`config.mk`:
```
export PLATFORM = sky130hd
export DESIGN_NAME = fst_rem
export DESIGN_NICKNAME = d
export VERILOG_FILES = /design/src/rtl/fst_pkg.sv /design/src/rtl/fst_rem.sv
export SDC_FILE = /design/constraint.sdc
export NUM_CORES = 1
export LEC_CHECK = 0
export CAP_MARGIN = 10
export CORE_AREA = 2 2 85 120
export CTS_BUF_LIST = sky130_fd_sc_hd__clkbuf_4 sky130_fd_sc_hd__clkbuf_8
export DETAILED_ROUTE_END_ITERATION = 10
export DIE_AREA = 0 0 87 122
export DONT_BUFFER_PORTS = 1
export GPL_ROUTABILITY_DRIVEN = 0
export PLACE_DENSITY = 0.66
export SLEW_MARGIN = 20
export SYNTH_ARGS = -nofsm -noshare
export SYNTH_HDL_FRONTEND = slang
export SYNTH_SLANG_ARGS = --single-unit
```
`constraint.sdc`:
```
create_clock -name clk -period 2.5 [get_ports clk]
set_clock_uncertainty 0.05 [all_clocks]
set_input_delay 0.125 -clock clk [delete_from_list [all_inputs] [get_ports clk]]
set_output_delay 0.125 -clock clk [all_outputs]
set_load 0.02 [all_outputs]
```
`src/rtl/fst_pkg.sv`:
```
// shared types and constants of the frame sequence timer
`timescale 1ns / 1ps

package fst_pkg;

  // width of time stamps and of elapsed time
  localparam int EL_W = 32;

  typedef enum logic [2:0] {
    MODE_TICK      = 3'd0,
    MODE_PLAY      = 3'd1,
    MODE_SET       = 3'd2,
    MODE_STOP      = 3'd3,
    MODE_PAUSE     = 3'd4,
    MODE_RESUME    = 3'd5,
    MODE_LOAD_DUR  = 3'd6,
    MODE_LOAD_INFO = 3'd7
  } mode_t;

  typedef enum logic [2:0] {
    ST_IDLE,
    ST_EXEC,
    ST_WALK,
    ST_SUM,
    ST_MOD,
    ST_REPLY
  } state_t;

  typedef struct packed {
    mode_t       mode;
    logic [31:0] now_time;
    logic [2:0]  seq_index;
    logic [5:0]  frame_index;
    logic [15:0] duration;
    logic        restart;
    logic        once;
    logic [6:0]  count_in;
    logic        loop_in;
  } fst_in_t;

  typedef struct packed {
    logic [2:0] cur_sequence;
    logic [5:0] cur_frame;
    logic       playing;
    logic       finished;
    logic       frame_changed;
    logic       completed_pulse;
    logic       accepted;
  } fst_out_t;

endpackage

```
`src/rtl/fst_rem.sv`:
```
// bit-serial restoring remainder unit, one dividend bit per cycle
`timescale 1ns / 1ps

module fst_rem #(
  parameter int DIV_W = 23
) (
  input  logic                     clk,
  input  logic                     rst,
  input  logic                     start,
  input  logic [fst_pkg::EL_W-1:0] dividend,
  input  logic [DIV_W-1:0]         divisor,
  output logic                     done,
  output logic [DIV_W-1:0]         rem
);
  import fst_pkg::*;

  localparam int IDX_W = $clog2(EL_W);

  logic             busy;
  logic [IDX_W-1:0] idx;
  logic [EL_W-1:0]  quo;
  logic [DIV_W-1:0] dsr;
  logic [DIV_W:0]   trial;
  logic [DIV_W:0]   diff;

  // shift in the next dividend bit and try one subtraction
  always_comb begin
    trial = {rem, quo[EL_W-1]};
    diff  = trial - {1'b0, dsr};
  end

  // control
  always_ff @(posedge clk) begin
    if (rst) begin
      busy <= 1'b0;
      done <= 1'b0;
      idx  <= '0;
    end else begin
      done <= busy && (idx == '0);
      if (start) begin
        busy <= 1'b1;
        idx  <= IDX_W'(EL_W - 1);
      end else if (busy) begin
        if (idx == '0) begin
          busy <= 1'b0;
        end
        idx <= idx - 1'b1;
      end
    end
  end

  // datapath
  always_ff @(posedge clk) begin
    if (start) begin
      quo <= dividend;
      dsr <= divisor;
      rem <= '0;
    end else if (busy) begin
      quo <= {quo[EL_W-2:0], 1'b0};
      if (trial >= {1'b0, dsr}) begin
        rem <= diff[DIV_W-1:0];
      end else begin
        rem <= trial[DIV_W-1:0];
      end
    end
  end

endmodule

```
Word-level counts from Yosys, hierarchy flattened
Index checks and enable logic that the tools add are counted.
- register bits: 85
- latch bits: 0
- bits in writable memories: 0
- ROM bits: 0
- input port bits: 58
- output and inout bits: 24
- logic and storage cells: 20
- memories: 0
- add/subtract/negate cells: 2
- $mul: 0
- div/mod/pow operators: 0
- $lt $le $gt $ge: 1
- equality and inequality tests: 0
- shift-type cells: 0
- multiplexer cells: 8
- bitwise logic cells: 0
- reductions and logical operators: 3
- operators by type and width (cell ; number):
    $mux 32 ; 2
    $ge 24x23->1 ; 1
    $mux 23 ; 1
    $sub 23x23->23 ; 1
    $mux 5 ; 2
    $logic_not 5->1 ; 1
    $sub 5x1->5 const B ; 1
    $mux 1 ; 3
    $reduce_bool 2->1 ; 1
    $logic_and 1x1->1 ; 1

Depth between registers and ports, before layout
- depth after elaboration: 4
- mapped depth: 13
- mapped depth without buffers: 11

Worst setup path before layout
OpenSTA, ideal clock, no wires.
- path kind: register -> register
- start point: reg rem[0]
- end point: reg rem[22]
- library setup time: 0.086 ns
- arrival time: 2.383 ns
- required time: 2.364 ns
- slack: -0.019 ns
- stages on the path, launching flop included: 11
- buffers on the path: 0
- clock period less this slack: 2.519 ns
- path through: dfxtp_1 > inv_1 > fa_1 > nand2b_1 > a21oi_1 > o21ai_1 > o311ai_1 > o22ai_1 > mux2i_1 > a22oi_1 > a211oi_1
- word-level cells in the longest chain between the ends: 2
- elaborated cells on any way between the ends: 3
- classes of those cells: add/sub (1); order compare (1); mux (1)
- RTL lines (what ; RTL line ; text):
    from (decl) ; fst_rem.sv:13 ; output logic [DIV_W-1:0] rem
    from (signal assigned) ; fst_rem.sv:61 ; rem <= diff[DIV_W-1:0];
    from (signal assigned) ; fst_rem.sv:63 ; rem <= trial[DIV_W-1:0];
    $sub 23x23->23 or $ge 24x23->1 (tied branches) ; fst_rem.sv:29, fst_rem.sv:60 ;
    $mux 23 (*) ; fst_rem.sv:60 ; if (trial >= {1'b0, dsr}) begin
Mark *: on every way between the ends. The rest lies on a longest branch, timed or not.
A chain may end at the register's enable or synchronous reset.

Final worst setup path
- start point: reg dsr[0]
- end point: reg rem[17]
- word-level cells in the longest chain between the ends: 2
- elaborated cells on any way between the ends: 3
- classes of those cells: add/sub (1); order compare (1); mux (1)
- RTL lines (what ; RTL line ; text):
    from (decl) ; fst_rem.sv:22 ; logic [DIV_W-1:0] dsr;
    from (signal assigned) ; fst_rem.sv:56 ; dsr <= divisor;
    $sub 23x23->23 or $ge 24x23->1 (tied branches) ; fst_rem.sv:29, fst_rem.sv:60 ;
    $mux 23 (*) ; fst_rem.sv:60 ;
Marks and branches as above.

==> flow_summary_export.csv <==
group,metric,value,unit
pwr,ir_worst_vdd,0.000383,V
synth,yosys.area.top_type,"edfxtp_1",
sta,rsz0062_at_grt,"true",
outcome,failed_checks,"setup timing",
global_route,groute.usage.overall,22.2,%
routing,ant_nets,0,
routing,drc,0,
critical_path,cp_max_fo,11,
synth,synth_edf_count,55,
clocking,clkLatencyLatePin,0.36,ns
routing,wl_met1,4470,µm
clocking,cts.clk_slew.worst_paths,0.09,ns
routing,highest_layer,"met4",
clocking,cts-buffers-inserted,9,
synth,ys_seq_area_share,48.4,%
floorplan,fp.coreArea,0.00963,mm²
floorplan,start_util,48.3,%
flow_run,max_cap_viol_count,0,
critical_path,r2r-start,"dsr[0]",
synth,syn_inst,446,
sta,max_slew.worst_pin.slew,0.744,ns
routing,wirelength,11900,µm
synth,synthesis.area,0.00465,mm²
outcome,outcome,"complete, but fails checks",
synth,synth_xor_xnor_area_share,3.76,%
routing,vias_per_cell,5.44,
floorplan,die_h,122,µm
sta,timing.final.crit_period,2.54,ns
synth,synth_top_family_by_area,"compound AO/OA/AOI/OAI gates",
synth,syn_avg_cell_area,10.4,µm²
clocking,cts.path.max_buffers,2,
pwr,power.leakage,0.00276,µW
floorplan,ios,82,
layout,syn_to_final_growth,43.7,%
layout,antenna_cells,0,
worst_hold_path,hp-class,"input port to flop",
routing,num_vias,3908,
routing,dr_wl_met2,6840,µm
sta,fmax,394,MHz
worst_hold_path,min-delay-start,"start",
synth,synthTopCellsByCount,"62 x nor2_1, 55 x edfxtp_1, 34 x inv_1",
synth,yosys.area_share.simple,11.5,%
synth,syn-num-nets,530,
synth,synthMuxAreaShare,9.44,%
critical_path,required,2.73,ns
floorplan,placementRows,43,
placed_design,hpwl,7070,µm
synth,yosysMostFrequentCell,"nor2_1",
global_route,grt_max_degree,88,
synth,synthAdderAreaFrac,7.15,%
critical_path,worstSetupPathType,"flop to flop",
synth,synth_area_leaders,"edfxtp_1 35%, dfxtp_1 13%, mux2_2 7.5%",
synth,synth_warnings,0,
clocking,cts_tree,"built",
critical_path,worstSetupEndpointType,"flop",
synth,synthFlopType,"edfxtp_1",
critical_path,arrival,2.77,ns
synth,synthArstFlopShare,0,%
sta,finalSetupTns,-0.174,ns
layout,drive_gt1_share,28.5,%
floorplan,fp.dieW,87,µm
routing,wl_per_cell,16.6,µm
sta,hold_violations,0,
sta,setup_viol,11,
routing,drtIter0Drc,175,
global_route,grt_pass1_vias,3973,
global_route,grt_pass1_wl,18300,µm
sta,worst_slack,-0.0405,ns
synth,synth_compound_area_share,15.0,%
clocking,clock-sinks,85,
routing,drtPass1Iterations,4,
global_route,grt_overflow,0,
pwr,power_density,591,mW/mm²
critical_path,critPathLaunchType,"flop",
synth,ys_ff_latch,85,
clocking,htreeDepth,3,
clocking,cts-root-buf,"clkbuf_8",
sta,slew_headroom,50.4,%
synth,synth_top_area_share,35.5,%
layout,fin_nets,685,
routing,routed-wl-met3,408,µm
pwr,p_total,3950,µW
placed_design,port_buffers,0,
synth,synth_cell_type_count,54,
critical_path,critPathLaunch,"dsr[0]",
floorplan,dieArea,0.0106,mm²
sta,finalCritPeriodShare,102,%
global_route,grt_antenna_before_repair,0,
sta,slew_violations,0,
-- power breakdown --
group	internal, µW	total, µW	switching, µW
combinational	661	1310	645
sequential	1640	1700	63.8
clock	437	940	503
-- state kept, by name, indices dropped and copies added (netlist names) --
name,flops
quo,32
busy,1
done,1
dsr,23
idx,5
rem,23
-- metrics by stage --
step | hold WS (ns) | util, % | setup WS, ns | std cells | area [µm²]
final | 0.0399 | 69.5 | -0.0405 | 718 | 6690
after global placement | 0.149 | 52.7 | -0.0847 | 589 | 5080
after detailed placement | 0.151 | 52.7 | -0.187 | 589 | 5080
after floorplan | 0.147 | - | 0.0496 | 446 | 4650
after CTS | -0.249 | 66.4 | -0.0329 | 708 | 6400
after global routing | 0.0499 | 69.5 | -0.161 | 718 | 6690
-- cells by family after synthesis --
group | count (synthesis)
AND/OR/NAND/NOR | 121
AO/OA/AOI/OAI | 101
flip-flops | 85
multiplexers | 40
adder cells (fa/ha/maj) | 26
XOR/XNOR | 20
buffers and inverters | 53
-- path summary, 6_finish.rpt --
kind	end	slack, ns	cells after the start
max	rem[17]	-0.04	10
min	rem[18]	0.04	2
max reg2reg	rem[17]	-0.04	10
min reg2reg	done	0.54	2
-- critical path: stages, from the launching register on --
cell and delay [ns]:
edfxtp_1 0.43, ha_4 0.19, fa_2 0.34, nand2b_4 0.17
a21oi_4 0.16, o2111ai_2 0.15, o211ai_2 0.13, o41ai_4 0.11
buf_6 0.18, o311a_1 0.31, o32ai_2 0.24
-- final cells by class --
class | instances | area (µm²)
Clock buffer | 13 | 166
Clock inverter | 3 | 20.0
Fill cell | 685 | 2940
Inverter | 34 | 128
Multi-Input combinational cell | 308 | 2460
Sequential cell | 85 | 2250
Tap cell | 112 | 140
Timing Repair Buffer | 163 | 1520
-- placed cells by master (no fill, tap or decap), types with 4 or more instances in the layout --
| cell type | count |
|---|---|
| edfxtp_1 | 55 |
| nand2_1 | 27 |
| inv_2 | 4 |
| xor2_1 | 9 |
| nand4_1 | 4 |
| a21oi_4 | 4 |
| ha_1 | 21 |
| a211oi_1 | 10 |
| buf_4 | 58 |
| ha_4 | 4 |
| inv_1 | 30 |
| o21ai_0 | 11 |
| buf_6 | 6 |
| dfxtp_1 | 29 |
| xnor2_1 | 11 |
| a211oi_2 | 7 |
| clkbuf_8 | 11 |
| a21oi_1 | 17 |
| nor2_1 | 56 |
| mux2_2 | 31 |
| nand2b_1 | 4 |
| mux2i_1 | 9 |
| dlygate4sd3_1 | 96 |
| a21oi_2 | 10 |
| o21ai_1 | 8 |
| nor3_1 | 7 |
-- timing repair --
| action | in CTS | in global routing |
|---|---|---|
| resized for setup | 25 | 52 |
| hold buffers | 96 | 1 |
| setup endpoints to repair | 20 | 23 |
| cloned | 0 | 1 |
| pin swaps | 6 | 27 |
| setup buffers | 7 | 8 |
| hold endpoints to repair | 108 | 45 |
-- layer usage --
layer	GRT usage, %	up-vias
met2	43.0	77
met3	4.00	17
li1	-	1919
met5	0	-
met4	8.11	0
met1	22.9	1895
No activity file was read; power rests on OpenSTA's default activity.
